===== src/rtl/core/multires_box_subtract_unit_assert.svh =====
// assertion helpers, clocked on clk_i and quiet while rst_ni is low
`ifndef MULTIRES_BOX_SUBTRACT_UNIT_ASSERT_SVH
`define MULTIRES_BOX_SUBTRACT_UNIT_ASSERT_SVH

// same-cycle implication
`define MBS_ASSERT_IMPL(name, ante, cons) \
  name: assert property (@(posedge clk_i) disable iff (!rst_ni) (ante) |-> (cons)) \
    else $error("assertion failed");

// next-cycle implication
`define MBS_ASSERT_NEXT(name, ante, cons) \
  name: assert property (@(posedge clk_i) disable iff (!rst_ni) (ante) |=> (cons)) \
    else $error("assertion failed");

`endif


===== src/rtl/core/mbs_pkg.sv =====
package mbs_pkg;

  localparam int unsigned COORD_BITS_DEF  = 24;
  localparam int unsigned QUEUE_DEPTH_DEF = 2;
  localparam int unsigned RES_BITS        = 5;
  localparam int unsigned NUM_AXES        = 3;
  localparam int unsigned NUM_SLABS       = 2 * NUM_AXES;
  localparam int unsigned SLAB_IDX_W      = 3;
  localparam int unsigned APB_DATA_W      = 32;
  localparam int unsigned APB_ADDR_W      = 5;
  localparam int unsigned REG_IDX_W       = 3;

  localparam logic [REG_IDX_W-1:0] REG_CUT_LOW_X  = 3'd0;
  localparam logic [REG_IDX_W-1:0] REG_CUT_LOW_Y  = 3'd1;
  localparam logic [REG_IDX_W-1:0] REG_CUT_LOW_Z  = 3'd2;
  localparam logic [REG_IDX_W-1:0] REG_CUT_SIZE_X = 3'd3;
  localparam logic [REG_IDX_W-1:0] REG_CUT_SIZE_Y = 3'd4;
  localparam logic [REG_IDX_W-1:0] REG_CUT_SIZE_Z = 3'd5;
  localparam logic [REG_IDX_W-1:0] REG_CUT_RES    = 3'd6;

  // how the back end treats a queued box
  typedef enum logic [1:0] {
    KIND_PASS,
    KIND_EMPTY,
    KIND_SLABS
  } kind_e;

  typedef struct packed {
    kind_e                kind;
    logic [NUM_SLABS-1:0] flags;
  } slab_ctl_t;

endpackage


===== src/rtl/core/mbs_box_if.sv =====
interface mbs_box_if #(
  parameter int unsigned COORD_BITS = mbs_pkg::COORD_BITS_DEF
);
  logic                          valid;
  logic                          ready;
  logic [COORD_BITS-1:0]         box_low_x;
  logic [COORD_BITS-1:0]         box_low_y;
  logic [COORD_BITS-1:0]         box_low_z;
  logic [COORD_BITS-1:0]         box_size_x;
  logic [COORD_BITS-1:0]         box_size_y;
  logic [COORD_BITS-1:0]         box_size_z;
  logic [mbs_pkg::RES_BITS-1:0]  box_res_x;
  logic [mbs_pkg::RES_BITS-1:0]  box_res_y;
  logic [mbs_pkg::RES_BITS-1:0]  box_res_z;

  modport source (
    output valid, box_low_x, box_low_y, box_low_z,
    output box_size_x, box_size_y, box_size_z, box_res_x, box_res_y, box_res_z,
    input  ready
  );

  modport sink (
    input  valid, box_low_x, box_low_y, box_low_z,
    input  box_size_x, box_size_y, box_size_z, box_res_x, box_res_y, box_res_z,
    output ready
  );
endinterface


===== src/rtl/core/mbs_piece_if.sv =====
interface mbs_piece_if #(
  parameter int unsigned COORD_BITS = mbs_pkg::COORD_BITS_DEF
);
  logic                  valid;
  logic                  ready;
  logic [COORD_BITS-1:0] piece_low_x;
  logic [COORD_BITS-1:0] piece_low_y;
  logic [COORD_BITS-1:0] piece_low_z;
  logic [COORD_BITS-1:0] piece_size_x;
  logic [COORD_BITS-1:0] piece_size_y;
  logic [COORD_BITS-1:0] piece_size_z;
  logic                  piece_valid;
  logic                  last_piece;

  modport source (
    output valid, piece_low_x, piece_low_y, piece_low_z,
    output piece_size_x, piece_size_y, piece_size_z, piece_valid, last_piece,
    input  ready
  );

  modport sink (
    input  valid, piece_low_x, piece_low_y, piece_low_z,
    input  piece_size_x, piece_size_y, piece_size_z, piece_valid, last_piece,
    output ready
  );
endinterface


===== src/rtl/core/multires_box_subtract_unit.sv =====
// Subtracts a configured cut box from each incoming 3-D box. The cut is rescaled per axis
// to the box's resolution (rounding up), then the box is returned whole when the two are
// disjoint, else as up to six slabs in the order x low, x high, y low, y high, z low, z high,
// with last_piece on the final one; an empty difference gives one beat with piece_valid 0.
// The front end registers the scaled bounds and classifies the box into a queue of
// QUEUE_DEPTH entries; the back end sends one piece per cycle from the output register,
// while piece_o.ready stays high. A box that yields n pieces (1 to 6) holds the back end
// until its last piece is sent; pass-through or empty boxes also go at one per cycle. A box
// moves through the front-end bounds, the queue, working registers and output register.
// Registers at byte address 4*i: cut_low_x/y/z, cut_size_x/y/z, then cut_res_packed
// (x bits 4:0, y 9:5, z 14:10); write them only while no box is in flight.
module multires_box_subtract_unit #(
  parameter int unsigned COORD_BITS  = mbs_pkg::COORD_BITS_DEF,
  parameter int unsigned QUEUE_DEPTH = mbs_pkg::QUEUE_DEPTH_DEF
) (
  input  logic                           clk_i,
  input  logic                           rst_ni,
  mbs_box_if.sink                        box_i,
  mbs_piece_if.source                    piece_o,
  input  logic                           psel,
  input  logic                           penable,
  input  logic                           pwrite,
  input  logic [mbs_pkg::APB_ADDR_W-1:0] paddr,
  input  logic [mbs_pkg::APB_DATA_W-1:0] pwdata,
  output logic [mbs_pkg::APB_DATA_W-1:0] prdata,
  output logic                           pready
);

  localparam int unsigned NA = mbs_pkg::NUM_AXES;
  localparam int unsigned EW = 4 * NA * (COORD_BITS + 1);

  logic [NA-1:0][COORD_BITS-1:0]       cut_low, cut_size;
  logic [NA*mbs_pkg::RES_BITS-1:0]     cut_res;

  logic                                fr_valid, fr_ready;
  mbs_pkg::slab_ctl_t                  fr_ctl;
  logic [EW-1:0]                       fr_data;
  logic                                bk_valid, bk_ready;
  mbs_pkg::slab_ctl_t                  bk_ctl;
  logic [EW-1:0]                       bk_data;

  mbs_cfg #(
    .COORD_BITS (COORD_BITS)
  ) u_cfg (
    .clk_i      (clk_i),
    .rst_ni     (rst_ni),
    .psel       (psel),
    .penable    (penable),
    .pwrite     (pwrite),
    .paddr      (paddr),
    .pwdata     (pwdata),
    .prdata     (prdata),
    .pready     (pready),
    .cut_low_o  (cut_low),
    .cut_size_o (cut_size),
    .cut_res_o  (cut_res)
  );

  mbs_front #(
    .COORD_BITS (COORD_BITS)
  ) u_front (
    .clk_i         (clk_i),
    .rst_ni        (rst_ni),
    .box_i         (box_i),
    .cut_low_i     (cut_low),
    .cut_size_i    (cut_size),
    .cut_res_i     (cut_res),
    .entry_valid_o (fr_valid),
    .entry_ready_i (fr_ready),
    .ctl_o         (fr_ctl),
    .data_o        (fr_data)
  );

  mbs_queue #(
    .WIDTH (EW),
    .DEPTH (QUEUE_DEPTH)
  ) u_queue (
    .clk_i      (clk_i),
    .rst_ni     (rst_ni),
    .wr_valid_i (fr_valid),
    .wr_ready_o (fr_ready),
    .wr_ctl_i   (fr_ctl),
    .wr_data_i  (fr_data),
    .rd_valid_o (bk_valid),
    .rd_ready_i (bk_ready),
    .rd_ctl_o   (bk_ctl),
    .rd_data_o  (bk_data)
  );

  mbs_back #(
    .COORD_BITS (COORD_BITS)
  ) u_back (
    .clk_i         (clk_i),
    .rst_ni        (rst_ni),
    .entry_valid_i (bk_valid),
    .entry_ready_o (bk_ready),
    .ctl_i         (bk_ctl),
    .data_i        (bk_data),
    .piece_o       (piece_o)
  );

endmodule


===== src/rtl/core/mbs_cfg.sv =====
module mbs_cfg #(
  parameter int unsigned COORD_BITS = mbs_pkg::COORD_BITS_DEF
) (
  input  logic                                    clk_i,
  input  logic                                    rst_ni,
  input  logic                                    psel,
  input  logic                                    penable,
  input  logic                                    pwrite,
  input  logic [mbs_pkg::APB_ADDR_W-1:0]          paddr,
  input  logic [mbs_pkg::APB_DATA_W-1:0]          pwdata,
  output logic [mbs_pkg::APB_DATA_W-1:0]          prdata,
  output logic                                    pready,
  output logic [mbs_pkg::NUM_AXES-1:0][COORD_BITS-1:0] cut_low_o,
  output logic [mbs_pkg::NUM_AXES-1:0][COORD_BITS-1:0] cut_size_o,
  output logic [mbs_pkg::NUM_AXES*mbs_pkg::RES_BITS-1:0] cut_res_o
);

  localparam int unsigned RES_W = mbs_pkg::NUM_AXES * mbs_pkg::RES_BITS;

  logic [mbs_pkg::NUM_AXES-1:0][COORD_BITS-1:0] cut_low_q;
  logic [mbs_pkg::NUM_AXES-1:0][COORD_BITS-1:0] cut_size_q;
  logic [RES_W-1:0]                             cut_res_q;
  logic [mbs_pkg::REG_IDX_W-1:0]                reg_idx;
  logic                                         wr_en;

  assign reg_idx = paddr[mbs_pkg::APB_ADDR_W-1:2];
  assign wr_en   = psel && penable && pwrite;
  assign pready  = 1'b1;

  always_ff @(posedge clk_i or negedge rst_ni) begin
    if (!rst_ni) begin
      cut_low_q  <= '0;
      cut_size_q <= '0;
      cut_res_q  <= '0;
    end else if (wr_en) begin
      case (reg_idx)
        mbs_pkg::REG_CUT_LOW_X:  cut_low_q[0]  <= pwdata[COORD_BITS-1:0];
        mbs_pkg::REG_CUT_LOW_Y:  cut_low_q[1]  <= pwdata[COORD_BITS-1:0];
        mbs_pkg::REG_CUT_LOW_Z:  cut_low_q[2]  <= pwdata[COORD_BITS-1:0];
        mbs_pkg::REG_CUT_SIZE_X: cut_size_q[0] <= pwdata[COORD_BITS-1:0];
        mbs_pkg::REG_CUT_SIZE_Y: cut_size_q[1] <= pwdata[COORD_BITS-1:0];
        mbs_pkg::REG_CUT_SIZE_Z: cut_size_q[2] <= pwdata[COORD_BITS-1:0];
        mbs_pkg::REG_CUT_RES:    cut_res_q     <= pwdata[RES_W-1:0];
        default: ;
      endcase
    end
  end

  always_comb begin
    prdata = '0;
    case (reg_idx)
      mbs_pkg::REG_CUT_LOW_X:  prdata[COORD_BITS-1:0] = cut_low_q[0];
      mbs_pkg::REG_CUT_LOW_Y:  prdata[COORD_BITS-1:0] = cut_low_q[1];
      mbs_pkg::REG_CUT_LOW_Z:  prdata[COORD_BITS-1:0] = cut_low_q[2];
      mbs_pkg::REG_CUT_SIZE_X: prdata[COORD_BITS-1:0] = cut_size_q[0];
      mbs_pkg::REG_CUT_SIZE_Y: prdata[COORD_BITS-1:0] = cut_size_q[1];
      mbs_pkg::REG_CUT_SIZE_Z: prdata[COORD_BITS-1:0] = cut_size_q[2];
      mbs_pkg::REG_CUT_RES:    prdata[RES_W-1:0]      = cut_res_q;
      default:                 prdata = '0;
    endcase
  end

  assign cut_low_o  = cut_low_q;
  assign cut_size_o = cut_size_q;
  assign cut_res_o  = cut_res_q;

endmodule


===== src/rtl/core/mbs_front.sv =====
module mbs_front #(
  parameter int unsigned COORD_BITS = mbs_pkg::COORD_BITS_DEF
) (
  input  logic                                     clk_i,
  input  logic                                     rst_ni,
  mbs_box_if.sink                                  box_i,
  input  logic [mbs_pkg::NUM_AXES-1:0][COORD_BITS-1:0] cut_low_i,
  input  logic [mbs_pkg::NUM_AXES-1:0][COORD_BITS-1:0] cut_size_i,
  input  logic [mbs_pkg::NUM_AXES*mbs_pkg::RES_BITS-1:0] cut_res_i,
  output logic                                     entry_valid_o,
  input  logic                                     entry_ready_i,
  output mbs_pkg::slab_ctl_t                       ctl_o,
  output logic [4*mbs_pkg::NUM_AXES*(COORD_BITS+1)-1:0] data_o
);

  localparam int unsigned BW = COORD_BITS + 1;
  localparam int unsigned NA = mbs_pkg::NUM_AXES;
  localparam int unsigned RB = mbs_pkg::RES_BITS;

  // bounds carry one extra bit: hi = lo + size and the cut's far corner can pass 2^COORD_BITS
  logic [NA-1:0][BW-1:0] lo_q, hi_q, c0_q, c1_q;
  logic [NA-1:0][BW-1:0] lo_d, hi_d, c0_d, c1_d;
  logic [NA-1:0][BW-1:0] t0, t1;
  logic [NA-1:0][RB-1:0] in_res, cut_res, shift;
  logic [NA-1:0][COORD_BITS-1:0] in_lo, in_size;
  logic                  s1_valid_q;
  logic                  in_ready;

  logic [NA-1:0][BW-1:0] lot, hit;
  logic [mbs_pkg::NUM_SLABS-1:0] flags;
  logic                  disjoint;

  // ceiling division by 2^d
  function automatic logic [BW-1:0] ceil_shift(input logic [BW-1:0] t,
                                               input logic [RB-1:0] d);
    logic [BW-1:0] rem_mask;
    rem_mask = ~({BW{1'b1}} << d);
    return (t >> d) + BW'(|(t & rem_mask));
  endfunction

  always_comb begin
    in_lo[0]   = box_i.box_low_x;
    in_lo[1]   = box_i.box_low_y;
    in_lo[2]   = box_i.box_low_z;
    in_size[0] = box_i.box_size_x;
    in_size[1] = box_i.box_size_y;
    in_size[2] = box_i.box_size_z;
    in_res[0]  = box_i.box_res_x;
    in_res[1]  = box_i.box_res_y;
    in_res[2]  = box_i.box_res_z;
    for (int a = 0; a < NA; a++) begin
      cut_res[a] = cut_res_i[a*RB +: RB];
      // cut coarser than box: no scaling
      shift[a]   = (cut_res[a] > in_res[a]) ? cut_res[a] - in_res[a] : '0;
      t0[a]      = {1'b0, cut_low_i[a]};
      t1[a]      = {1'b0, cut_low_i[a]} + {1'b0, cut_size_i[a]};
      c0_d[a]    = ceil_shift(t0[a], shift[a]);
      c1_d[a]    = ceil_shift(t1[a], shift[a]);
      lo_d[a]    = {1'b0, in_lo[a]};
      hi_d[a]    = {1'b0, in_lo[a]} + {1'b0, in_size[a]};
    end
  end

  assign in_ready    = !s1_valid_q || entry_ready_i;
  assign box_i.ready = in_ready;

  always_ff @(posedge clk_i or negedge rst_ni) begin
    if (!rst_ni) begin
      s1_valid_q <= 1'b0;
    end else if (in_ready) begin
      s1_valid_q <= box_i.valid;
    end
  end

  always_ff @(posedge clk_i) begin
    if (in_ready && box_i.valid) begin
      lo_q <= lo_d;
      hi_q <= hi_d;
      c0_q <= c0_d;
      c1_q <= c1_d;
    end
  end

  // classify: disjoint pass-through, or which of the six slabs exist
  always_comb begin
    disjoint = 1'b0;
    flags    = '0;
    for (int a = 0; a < NA; a++) begin
      if ((c0_q[a] >= hi_q[a]) || (c1_q[a] <= lo_q[a])) begin
        disjoint = 1'b1;
      end
      flags[2*a] = (c0_q[a] > lo_q[a]) && (c0_q[a] < hi_q[a]);
      lot[a]     = flags[2*a] ? c0_q[a] : lo_q[a];
      flags[2*a+1] = (c1_q[a] > lot[a]) && (c1_q[a] < hi_q[a]);
      hit[a]     = flags[2*a+1] ? c1_q[a] : hi_q[a];
    end
  end

  always_comb begin
    ctl_o.flags = flags;
    if (disjoint) begin
      ctl_o.kind = mbs_pkg::KIND_PASS;
    end else if (flags == '0) begin
      ctl_o.kind = mbs_pkg::KIND_EMPTY;
    end else begin
      ctl_o.kind = mbs_pkg::KIND_SLABS;
    end
  end

  assign data_o        = {hit, lot, hi_q, lo_q};
  assign entry_valid_o = s1_valid_q;

endmodule


===== src/rtl/core/mbs_queue.sv =====
`include "multires_box_subtract_unit_assert.svh"

module mbs_queue #(
  parameter int unsigned WIDTH = 8,
  parameter int unsigned DEPTH = mbs_pkg::QUEUE_DEPTH_DEF
) (
  input  logic               clk_i,
  input  logic               rst_ni,
  input  logic               wr_valid_i,
  output logic               wr_ready_o,
  input  mbs_pkg::slab_ctl_t wr_ctl_i,
  input  logic [WIDTH-1:0]   wr_data_i,
  output logic               rd_valid_o,
  input  logic               rd_ready_i,
  output mbs_pkg::slab_ctl_t rd_ctl_o,
  output logic [WIDTH-1:0]   rd_data_o
);

  localparam int unsigned PTR_W = (DEPTH > 1) ? $clog2(DEPTH) : 1;
  localparam int unsigned CNT_W = $clog2(DEPTH + 1);

  mbs_pkg::slab_ctl_t [DEPTH-1:0] ctl_q;
  logic [DEPTH-1:0][WIDTH-1:0]    data_q;
  logic [PTR_W-1:0]               wr_ptr_q, rd_ptr_q;
  logic [CNT_W-1:0]               count_q;
  logic                           push, pop;

  assign wr_ready_o = (count_q != CNT_W'(DEPTH));
  assign rd_valid_o = (count_q != '0);
  assign push       = wr_valid_i && wr_ready_o;
  assign pop        = rd_valid_o && rd_ready_i;
  assign rd_ctl_o   = ctl_q[rd_ptr_q];
  assign rd_data_o  = data_q[rd_ptr_q];

  always_ff @(posedge clk_i or negedge rst_ni) begin
    if (!rst_ni) begin
      wr_ptr_q <= '0;
      rd_ptr_q <= '0;
      count_q  <= '0;
    end else begin
      if (push) begin
        wr_ptr_q <= (wr_ptr_q == PTR_W'(DEPTH - 1)) ? '0 : wr_ptr_q + 1'b1;
      end
      if (pop) begin
        rd_ptr_q <= (rd_ptr_q == PTR_W'(DEPTH - 1)) ? '0 : rd_ptr_q + 1'b1;
      end
      if (push && !pop) begin
        count_q <= count_q + 1'b1;
      end else if (pop && !push) begin
        count_q <= count_q - 1'b1;
      end
    end
  end

  always_ff @(posedge clk_i) begin
    if (push) begin
      ctl_q[wr_ptr_q]  <= wr_ctl_i;
      data_q[wr_ptr_q] <= wr_data_i;
    end
  end

  `MBS_ASSERT_IMPL(a_count_bound, 1'b1, count_q <= CNT_W'(DEPTH))

endmodule


===== src/rtl/core/mbs_back.sv =====
`include "multires_box_subtract_unit_assert.svh"

module mbs_back #(
  parameter int unsigned COORD_BITS = mbs_pkg::COORD_BITS_DEF
) (
  input  logic               clk_i,
  input  logic               rst_ni,
  input  logic               entry_valid_i,
  output logic               entry_ready_o,
  input  mbs_pkg::slab_ctl_t ctl_i,
  input  logic [4*mbs_pkg::NUM_AXES*(COORD_BITS+1)-1:0] data_i,
  mbs_piece_if.source        piece_o
);

  localparam int unsigned BW = COORD_BITS + 1;
  localparam int unsigned NA = mbs_pkg::NUM_AXES;
  localparam int unsigned NS = mbs_pkg::NUM_SLABS;
  localparam logic [NS-1:0] SLAB_LSB = NS'(1);

  // working box: original bounds and bounds after all trims
  logic [NA-1:0][BW-1:0]   lo_q, hi_q, lot_q, hit_q;
  logic [NA-1:0][BW-1:0]   lo_d, hi_d, lot_d, hit_d;
  logic                    work_valid_q;
  mbs_pkg::kind_e          kind_q;
  logic [NS-1:0]           mask_q;

  logic [mbs_pkg::SLAB_IDX_W-1:0] idx;
  logic                    found;
  logic [1:0]              axis;
  logic                    side;
  logic [NS-1:0]           rest;
  logic                    last;
  logic                    emit;
  logic                    pop;

  logic [NA-1:0][BW-1:0]   plo, phi;
  logic [NA-1:0][BW-1:0]   psize;
  logic                    pvalid;

  logic                    out_valid_q;
  logic [NA-1:0][COORD_BITS-1:0] low_q, size_q;
  logic                    piece_valid_q;
  logic                    last_piece_q;

  assign {hit_d, lot_d, hi_d, lo_d} = data_i;

  // next slab to send: lowest pending bit
  always_comb begin
    idx   = '0;
    found = 1'b0;
    for (int i = 0; i < NS; i++) begin
      if (mask_q[i] && !found) begin
        idx   = mbs_pkg::SLAB_IDX_W'(i);
        found = 1'b1;
      end
    end
  end

  assign axis = idx[2:1];
  assign side = idx[0];
  assign rest = mask_q & (mask_q - SLAB_LSB);
  assign last = (kind_q != mbs_pkg::KIND_SLABS) || (rest == '0);
  assign emit = work_valid_q && (!out_valid_q || piece_o.ready);
  assign entry_ready_o = !work_valid_q || (emit && last);
  assign pop  = entry_valid_i && entry_ready_o;

  always_comb begin
    pvalid = 1'b1;
    for (int b = 0; b < NA; b++) begin
      case (kind_q)
        mbs_pkg::KIND_PASS: begin
          plo[b] = lo_q[b];
          phi[b] = hi_q[b];
        end
        mbs_pkg::KIND_SLABS: begin
          // axes before this one are already trimmed, later ones are whole
          if (2'(b) < axis) begin
            plo[b] = lot_q[b];
            phi[b] = hit_q[b];
          end else if (2'(b) > axis) begin
            plo[b] = lo_q[b];
            phi[b] = hi_q[b];
          end else if (!side) begin
            plo[b] = lo_q[b];
            phi[b] = lot_q[b];
          end else begin
            plo[b] = hit_q[b];
            phi[b] = hi_q[b];
          end
        end
        default: begin
          plo[b] = '0;
          phi[b] = '0;
          pvalid = 1'b0;
        end
      endcase
      psize[b] = phi[b] - plo[b];
    end
  end

  always_ff @(posedge clk_i or negedge rst_ni) begin
    if (!rst_ni) begin
      work_valid_q <= 1'b0;
      kind_q       <= mbs_pkg::KIND_EMPTY;
      mask_q       <= '0;
      out_valid_q  <= 1'b0;
    end else begin
      if (pop) begin
        work_valid_q <= 1'b1;
        kind_q       <= ctl_i.kind;
        mask_q       <= ctl_i.flags;
      end else if (emit && last) begin
        work_valid_q <= 1'b0;
      end else if (emit) begin
        mask_q <= rest;
      end
      if (emit) begin
        out_valid_q <= 1'b1;
      end else if (piece_o.ready) begin
        out_valid_q <= 1'b0;
      end
    end
  end

  always_ff @(posedge clk_i) begin
    if (pop) begin
      lo_q  <= lo_d;
      hi_q  <= hi_d;
      lot_q <= lot_d;
      hit_q <= hit_d;
    end
    if (emit) begin
      for (int b = 0; b < NA; b++) begin
        low_q[b]  <= plo[b][COORD_BITS-1:0];
        size_q[b] <= psize[b][COORD_BITS-1:0];
      end
      piece_valid_q <= pvalid;
      last_piece_q  <= last;
    end
  end

  assign piece_o.valid        = out_valid_q;
  assign piece_o.piece_low_x  = low_q[0];
  assign piece_o.piece_low_y  = low_q[1];
  assign piece_o.piece_low_z  = low_q[2];
  assign piece_o.piece_size_x = size_q[0];
  assign piece_o.piece_size_y = size_q[1];
  assign piece_o.piece_size_z = size_q[2];
  assign piece_o.piece_valid  = piece_valid_q;
  assign piece_o.last_piece   = last_piece_q;

  `MBS_ASSERT_IMPL(a_slabs_pending, work_valid_q && (kind_q == mbs_pkg::KIND_SLABS), mask_q != '0)
  `MBS_ASSERT_NEXT(a_work_holds, emit && !last, work_valid_q)
  `MBS_ASSERT_IMPL(a_empty_is_last, out_valid_q && !piece_valid_q, last_piece_q)

endmodule

===== src/flat_wrapper.sv =====
// flat-port wrapper written by rule: the top's interface ports become plain ports
module multires_box_subtract_unit_flat 
#(
  parameter int unsigned COORD_BITS  = mbs_pkg::COORD_BITS_DEF,
  parameter int unsigned QUEUE_DEPTH = mbs_pkg::QUEUE_DEPTH_DEF
)
  (clk_i, rst_ni, psel, penable, pwrite, paddr, pwdata, prdata, pready, box_i_valid, box_i_box_low_x, box_i_box_low_y, box_i_box_low_z, box_i_box_size_x, box_i_box_size_y, box_i_box_size_z, box_i_box_res_x, box_i_box_res_y, box_i_box_res_z, box_i_ready, piece_o_valid, piece_o_piece_low_x, piece_o_piece_low_y, piece_o_piece_low_z, piece_o_piece_size_x, piece_o_piece_size_y, piece_o_piece_size_z, piece_o_piece_valid, piece_o_last_piece, piece_o_ready);
  mbs_box_if #(.COORD_BITS(COORD_BITS)) box_i_i ();
  mbs_piece_if #(.COORD_BITS(COORD_BITS)) piece_o_i ();
  input  logic clk_i;
  input  logic rst_ni;
  input  logic psel;
  input  logic penable;
  input  logic pwrite;
  input  logic [mbs_pkg::APB_ADDR_W-1:0] paddr;
  input  logic [mbs_pkg::APB_DATA_W-1:0] pwdata;
  output logic [mbs_pkg::APB_DATA_W-1:0] prdata;
  output logic pready;
  input wire logic [$bits(box_i_i.valid)-1:0] box_i_valid;
  input wire logic [$bits(box_i_i.box_low_x)-1:0] box_i_box_low_x;
  input wire logic [$bits(box_i_i.box_low_y)-1:0] box_i_box_low_y;
  input wire logic [$bits(box_i_i.box_low_z)-1:0] box_i_box_low_z;
  input wire logic [$bits(box_i_i.box_size_x)-1:0] box_i_box_size_x;
  input wire logic [$bits(box_i_i.box_size_y)-1:0] box_i_box_size_y;
  input wire logic [$bits(box_i_i.box_size_z)-1:0] box_i_box_size_z;
  input wire logic [$bits(box_i_i.box_res_x)-1:0] box_i_box_res_x;
  input wire logic [$bits(box_i_i.box_res_y)-1:0] box_i_box_res_y;
  input wire logic [$bits(box_i_i.box_res_z)-1:0] box_i_box_res_z;
  output wire logic [$bits(box_i_i.ready)-1:0] box_i_ready;
  output wire logic [$bits(piece_o_i.valid)-1:0] piece_o_valid;
  output wire logic [$bits(piece_o_i.piece_low_x)-1:0] piece_o_piece_low_x;
  output wire logic [$bits(piece_o_i.piece_low_y)-1:0] piece_o_piece_low_y;
  output wire logic [$bits(piece_o_i.piece_low_z)-1:0] piece_o_piece_low_z;
  output wire logic [$bits(piece_o_i.piece_size_x)-1:0] piece_o_piece_size_x;
  output wire logic [$bits(piece_o_i.piece_size_y)-1:0] piece_o_piece_size_y;
  output wire logic [$bits(piece_o_i.piece_size_z)-1:0] piece_o_piece_size_z;
  output wire logic [$bits(piece_o_i.piece_valid)-1:0] piece_o_piece_valid;
  output wire logic [$bits(piece_o_i.last_piece)-1:0] piece_o_last_piece;
  input wire logic [$bits(piece_o_i.ready)-1:0] piece_o_ready;
  assign box_i_i.valid = box_i_valid;
  assign box_i_i.box_low_x = box_i_box_low_x;
  assign box_i_i.box_low_y = box_i_box_low_y;
  assign box_i_i.box_low_z = box_i_box_low_z;
  assign box_i_i.box_size_x = box_i_box_size_x;
  assign box_i_i.box_size_y = box_i_box_size_y;
  assign box_i_i.box_size_z = box_i_box_size_z;
  assign box_i_i.box_res_x = box_i_box_res_x;
  assign box_i_i.box_res_y = box_i_box_res_y;
  assign box_i_i.box_res_z = box_i_box_res_z;
  assign box_i_ready = box_i_i.ready;
  assign piece_o_valid = piece_o_i.valid;
  assign piece_o_piece_low_x = piece_o_i.piece_low_x;
  assign piece_o_piece_low_y = piece_o_i.piece_low_y;
  assign piece_o_piece_low_z = piece_o_i.piece_low_z;
  assign piece_o_piece_size_x = piece_o_i.piece_size_x;
  assign piece_o_piece_size_y = piece_o_i.piece_size_y;
  assign piece_o_piece_size_z = piece_o_i.piece_size_z;
  assign piece_o_piece_valid = piece_o_i.piece_valid;
  assign piece_o_last_piece = piece_o_i.last_piece;
  assign piece_o_i.ready = piece_o_ready;
  multires_box_subtract_unit #(.COORD_BITS(COORD_BITS), .QUEUE_DEPTH(QUEUE_DEPTH)) u_core (.clk_i(clk_i), .rst_ni(rst_ni), .box_i(box_i_i), .piece_o(piece_o_i), .psel(psel), .penable(penable), .pwrite(pwrite), .paddr(paddr), .pwdata(pwdata), .prdata(prdata), .pready(pready));
endmodule

===== config.mk =====
export PLATFORM = sky130hd
export DESIGN_NAME = multires_box_subtract_unit_flat
export DESIGN_NICKNAME = d
export VERILOG_FILES = /design/src/rtl/core/mbs_pkg.sv /design/src/rtl/core/mbs_box_if.sv /design/src/rtl/core/mbs_piece_if.sv /design/src/rtl/core/multires_box_subtract_unit.sv /design/src/rtl/core/mbs_cfg.sv /design/src/rtl/core/mbs_front.sv /design/src/rtl/core/mbs_queue.sv /design/src/rtl/core/mbs_back.sv /design/src/flat_wrapper.sv
export VERILOG_INCLUDE_DIRS = /design/src /design/src/rtl/core
export SDC_FILE = /design/constraint.sdc
export NUM_CORES = 2
export LEC_CHECK = 0
export ABC_AREA = 1
export BUFFER_PORTS_ARGS = -buffer_cell sky130_fd_sc_hd__buf_4
export CORE_MARGIN = 2
export CORE_UTILIZATION = 43
export DETAILED_ROUTE_END_ITERATION = 8
export GPL_ROUTABILITY_DRIVEN = 0
export GPL_TIMING_DRIVEN = 0
export HOLD_SLACK_MARGIN = 0.08
export PLACE_DENSITY_LB_ADDON = 0.05
export SLEW_MARGIN = 25
export SYNTH_ARGS = -nofsm -noshare
export SYNTH_HDL_FRONTEND = slang
export SYNTH_HIERARCHICAL = 1
export SYNTH_SLANG_ARGS = --single-unit

===== constraint.sdc =====
create_clock -name clk_i -period 20.9 [get_ports clk_i]
set_clock_uncertainty 0.1 [all_clocks]
set_input_delay 0 -clock clk_i [delete_from_list [all_inputs] [get_ports clk_i]]
set_output_delay 0 -clock clk_i [all_outputs]
set_load 0.03 [all_outputs]

Word-level counts from Yosys, hierarchy flattened --
Index checks and enable logic that the tools add are counted. Widths: inputs -> output; s select.
Storage, ports and cells: register bits after elaboration 1521, input bits 203, output and inout bits 181, word-level logic and storage cells 269
Operators by class: add/subtract/negate cells 23, magnitude comparators 30, equality and inequality tests 10, shift operators 9, multiplexer cells 72, bitwise logic cells 10, reduce and logical (&&, ||, !) cells 62
Operators with widths (count):
- $bwmux 600 | 1
- $mux 299 | 2
- $mux 24 | 18
- $demux 300 s1 | 1
- $mux 300 | 1
- $pmux 24 s2 | 6
- $add 24x24->25 | 6
- $add 25x1->25 | 6
- $lt 25x25->1 | 6
- $mux 25 | 6
- $reduce_or 25->1 | 6
- $pmux 15 s7 | 1
- $and 24x25->25 | 3
- $and 25x25->25 | 3
- $ge 25x25->1 | 3
- $gt 25x24->1 | 3
- $gt 25x25->1 | 3
- $le 25x24->1 | 3
- $not 25->25 | 3
- $shl 25x5->25 const A | 3
- $shr 24x5->25 | 3
- $shr 25x5->25 | 3
- $sub 24x24->24 | 3
- $pmux 9 s6 | 1
- 36 further kinds | 122

Longest topological paths before layout --
word-level depth 21, depth in mapped cells 30

By module --
Netlist, hierarchy kept.
Modules (own cells, without submodules):
- mbs_front | times used 1, cells each 6420, area an instance 41742.5 um^2
- mbs_queue | times used 1, cells each 1637, area an instance 22516.6 um^2
- mbs_back | times used 1, cells each 1974, area an instance 21558.2 um^2
- mbs_cfg | times used 1, cells each 1041, area an instance 7943.9 um^2

Worst setup path before layout --
No wires, ideal clock.
kind register to register, from register u_core.u_queue.count_q[0], to register u_core/u_front/c0_q[0] in the netlist's numbering, enable pin, data arrival time 14.715 ns, setup slack 5.032 ns, stages on the path, launching flop included 5, buffers on the path 0, period minus slack after synthesis 15.868 ns, path through dfrtp_1 > inv_1 > nand2_1 > inv_1 > a21oi_1
Between the ends: cells in the longest elaborated chain, start to end 3
RTL lines:
- from (decl) | line mbs_queue.sv:25 | logic [CNT_W-1:0] count_q;
- from (signal assigned) | line mbs_queue.sv:48 | count_q <= count_q + 1'b1;
- from (signal assigned) | line mbs_queue.sv:50 | count_q <= count_q - 1'b1;
- $ne 2x2->1 | line mbs_queue.sv:28 | assign wr_ready_o = (count_q != CNT_W'(DEPTH));
- via u_core.fr_ready | line multires_box_subtract_unit.sv:35 | logic fr_valid, fr_ready;
- $logic_or 1x1->1 | line mbs_front.sv:64 | assign in_ready = !s1_valid_q || entry_ready_i;
- $logic_and 1x1->1 | line mbs_front.sv:76 | if (in_ready && box_i.valid) begin
- to (signal assigned) | line mbs_front.sv:79 | c0_q <= c0_d;
- to (decl) | line mbs_front.sv:21 | logic [NA-1:0][BW-1:0] lo_q, hi_q, c0_q, c1_q;
The timed path passes the listed nets, and every way through them passes these cells. A chain may end at the register's enable or synchronous reset.

==> out/results.txt <==
Fmax -> 0.141 GHz
Violated checks -> DRC
WL met3 -> 26900 um
WP data required -> 21.28 ns
Post-layout min period -> 7.07 ns
Largest net degree at the start of global routing -> 95
CP max stage cell -> o21ai_0
Crit path launch type -> flip-flop
Vias in the first global route -> 78900
Max-slew headroom -> 0.271
Hold/Removal Path Class -> in -> reg
WL/cell -> 22.7 um
Crit path kind -> reg -> reg
Mapped Cells -> 11000
Final WL -> 339000 um
DRT Pass-1 Iters -> 9
Total gr overflow -> 0
Reg2reg path depth -> 29
Synthesized area -> 92800 um^2
Post-DR vias/cell -> 5.58
Worst-Skew Late Latency -> 0.84 ns
PnR worst setup slack -> 13.83 ns
Reg clk slew, reported paths -> 0.06 ns
Die ar. -> 220000 um^2
Num CTS Buffers -> 164
Resized cells post-CTS -> 0
Area grow syn2layout -> 18.2%
R2r setup slk -> 13.83 ns
# setup viols final -> 0
First-pass GRT wire length -> 496000 um
Final-report max-slew violation count -> 0
I/O pin total -> 384
Mapped Avg Cell Area -> 8.44 um^2
Row cnt -> 170
Clock Tree Buf Depth -> 3
Metal2 WL -> 149000 um
Cell Pwr Density -> 174 nW/um^2
Hold path cells -> 4
DRT iter0 DRCs -> 10400
Yosys warnings -> 6
Finished Cell Area -> 110000 um^2
Layout cells sized above 1 -> 0.0907
Unrepaired setup endpoints after global routing -> false
Hold Worst Slack -> 0.176 ns
H-tree levels -> 4
Pre-CTS WS -> 14.00 ns
Tcrit/Tclk final -> 0.338
Via count -> 83300
Max-cap viol count -> 0
CTS tree -> built
Detailed placement HPWL -> 268000 um
Leakage -> 49.4 nW
Placed inst area -> 101000 um^2
Status -> finished with violations
IO Port Bufs -> 363
Total GRT Usage -> 0.301
CP endpoint kind -> flip-flop
Residual DRC -> 4
Max Used Layer -> met5
Cell mode on critical path -> o21ai_0
Initial core utilization -> 0.433
Clk sinks -> 1497
Post-Route Setup TNS -> 0 ns
Largest stage delay, worst path -> 0.84 ns
Met1 wire length -> 148000 um
Final nets -> 12800
Die height -> 469 um
Arrival time worst endpoint -> 7.45 ns
Remaining antenna violation count after routing -> 0
Core area -> 215000 um^2
CTS root buffer -> clkbuf_16
Die X -> 469 um
Pin slew with the least headroom to its limit -> 1.08 ns
Final hold vios -> 0
Crit path max fanout -> 11
Post-CTS Setup Inserts -> 0
Initial antenna violation count -> 12
Max VDD drop -> 105 uV
stage by stage:
step / std cells / total power [W] / utilization
2_1_floorplan: 11000 / 0.0124 / -
3_3_place_gp: 14200 / 0.0160 / 0.462
3_5_place_dp: 14300 / 0.0159 / 0.469
4_1_cts: 14900 / 0.0190 / 0.511
5_1_grt: 14900 / 0.0204 / 0.511
6_report: 14900 / 0.0191 / 0.511
sequential cells by signal (all words and copies together), names as in the netlist, 15 cells and up:
name and flops:
u_core/u_back/lo_q 72, u_core/u_back/piece_o.piece_size_y 24, u_core/u_back/lot_q 72, u_core/u_queue/data_q 576, u_core/u_front/data_o 147, u_core/u_back/piece_o.piece_size_x 24
u_core/u_back/piece_o.piece_size_z 24, u_core/u_back/piece_o.piece_low_y 24, u_core/u_back/piece_o.piece_low_z 24, u_core/u_front/c0_q 75, u_core/u_back/hit_q 72, u_core/u_back/piece_o.piece_low_x 24
u_core/u_cfg/cut_low_o 72, u_core/u_back/hi_q 72, u_core/u_front/c1_q 75, u_core/u_queue/ctl_q 16, u_core/u_cfg/cut_res_o 15, u_core/u_cfg/cut_size_o 72
path summary, 6_finish.rpt:
| path | startpoint | end |
|---|---|---|
| worst max-delay path | u_core/u_front/data_o[135] | u_core/u_queue/data_q[292] |
| worst min-delay path | box_i_box_size_y[11] | u_core/u_front/data_o[111] |
| worst max register to register | u_core/u_front/data_o[135] | u_core/u_queue/data_q[292] |
| worst min register to register | u_core/u_front/data_o[76] | u_core/u_queue/data_q[76] |
| max in group asynchronous | rst_ni | u_core/u_back/kind_q[0] |
| min in group asynchronous | rst_ni | u_core/u_cfg/cut_res_o[12] |
where the power goes:
group | switching [W] | leakage (nW) | internal [W]
Sequential | 0.000820 | 14.9 | 0.00516
Clock | 0.00125 | 2.66 | 0.00171
Combinational | 0.00702 | 31.9 | 0.00318
Total | 0.00909 | 49.4 | 0.0100
worst max-delay path, delay by kind of cell (launching register included):
family,cells,cell delay (ns)
AND/OR/NAND/NOR,10,1.14
adder cells (fa/ha/maj),2,0.68
buffers and inverters,6,1.56
AO/OA/AOI/OAI,11,2.77
flip-flops,1,0.49
layout by cell type, fill, tap and decap left out, drive strengths merged, types with 9 or more instances in the layout:
cell type	instances
a211oi	28
a21boi	32
a21o	20
a21oi	483
a22o	25
a22oi	12
a31oi	22
and2	12
buf	676
bufinv	17
clkbuf	327
clkinv	70
clkinvlp	9
conb	9
dfrtp	173
dlygate4sd3	367
edfxtp	1323
fa	12
ha	607
inv	1164
nand2	3478
nand3	948
nand3b	15
nand4	246
nor2	685
nor3	46
nor4	37
o2111ai	16
o211ai	78
o21a	26
o21ai	783
o21bai	20
o221ai	11
o22ai	19
xnor2	77
xor2	157
per-layer routing:
metal / global-route usage / vias up
met2: 0.467 / 4084
met3: 0.0415 / 781
li1: - / 39300
met4: 0.120 / 6
met1: 0.423 / 39200
met5: 0 / -
layout make-up:
| cell class | instances | area, um^2 |
|---|---|---|
| Antenna cell | 7 | 17.5 |
| Buffer | 386 | 2030 |
| Clock buffer | 199 | 4350 |
| Clock inverter | 101 | 1130 |
| Fill cell | 20200 | 105000 |
| Inverter | 1159 | 4360 |
| Multi-Input combinational cell | 7964 | 42400 |
| Sequential cell | 1497 | 44100 |
| Tap cell | 2838 | 3550 |
| Timing Repair Buffer | 785 | 7780 |
what timing repair did:
item / 4_1_cts / 5_1_grt
setup endpoints to repair: 0 / 0
hold buffers: 368 / 0
hold endpoints to repair: 684 / 0
Note: power is estimated with default switching activity, not from simulation.
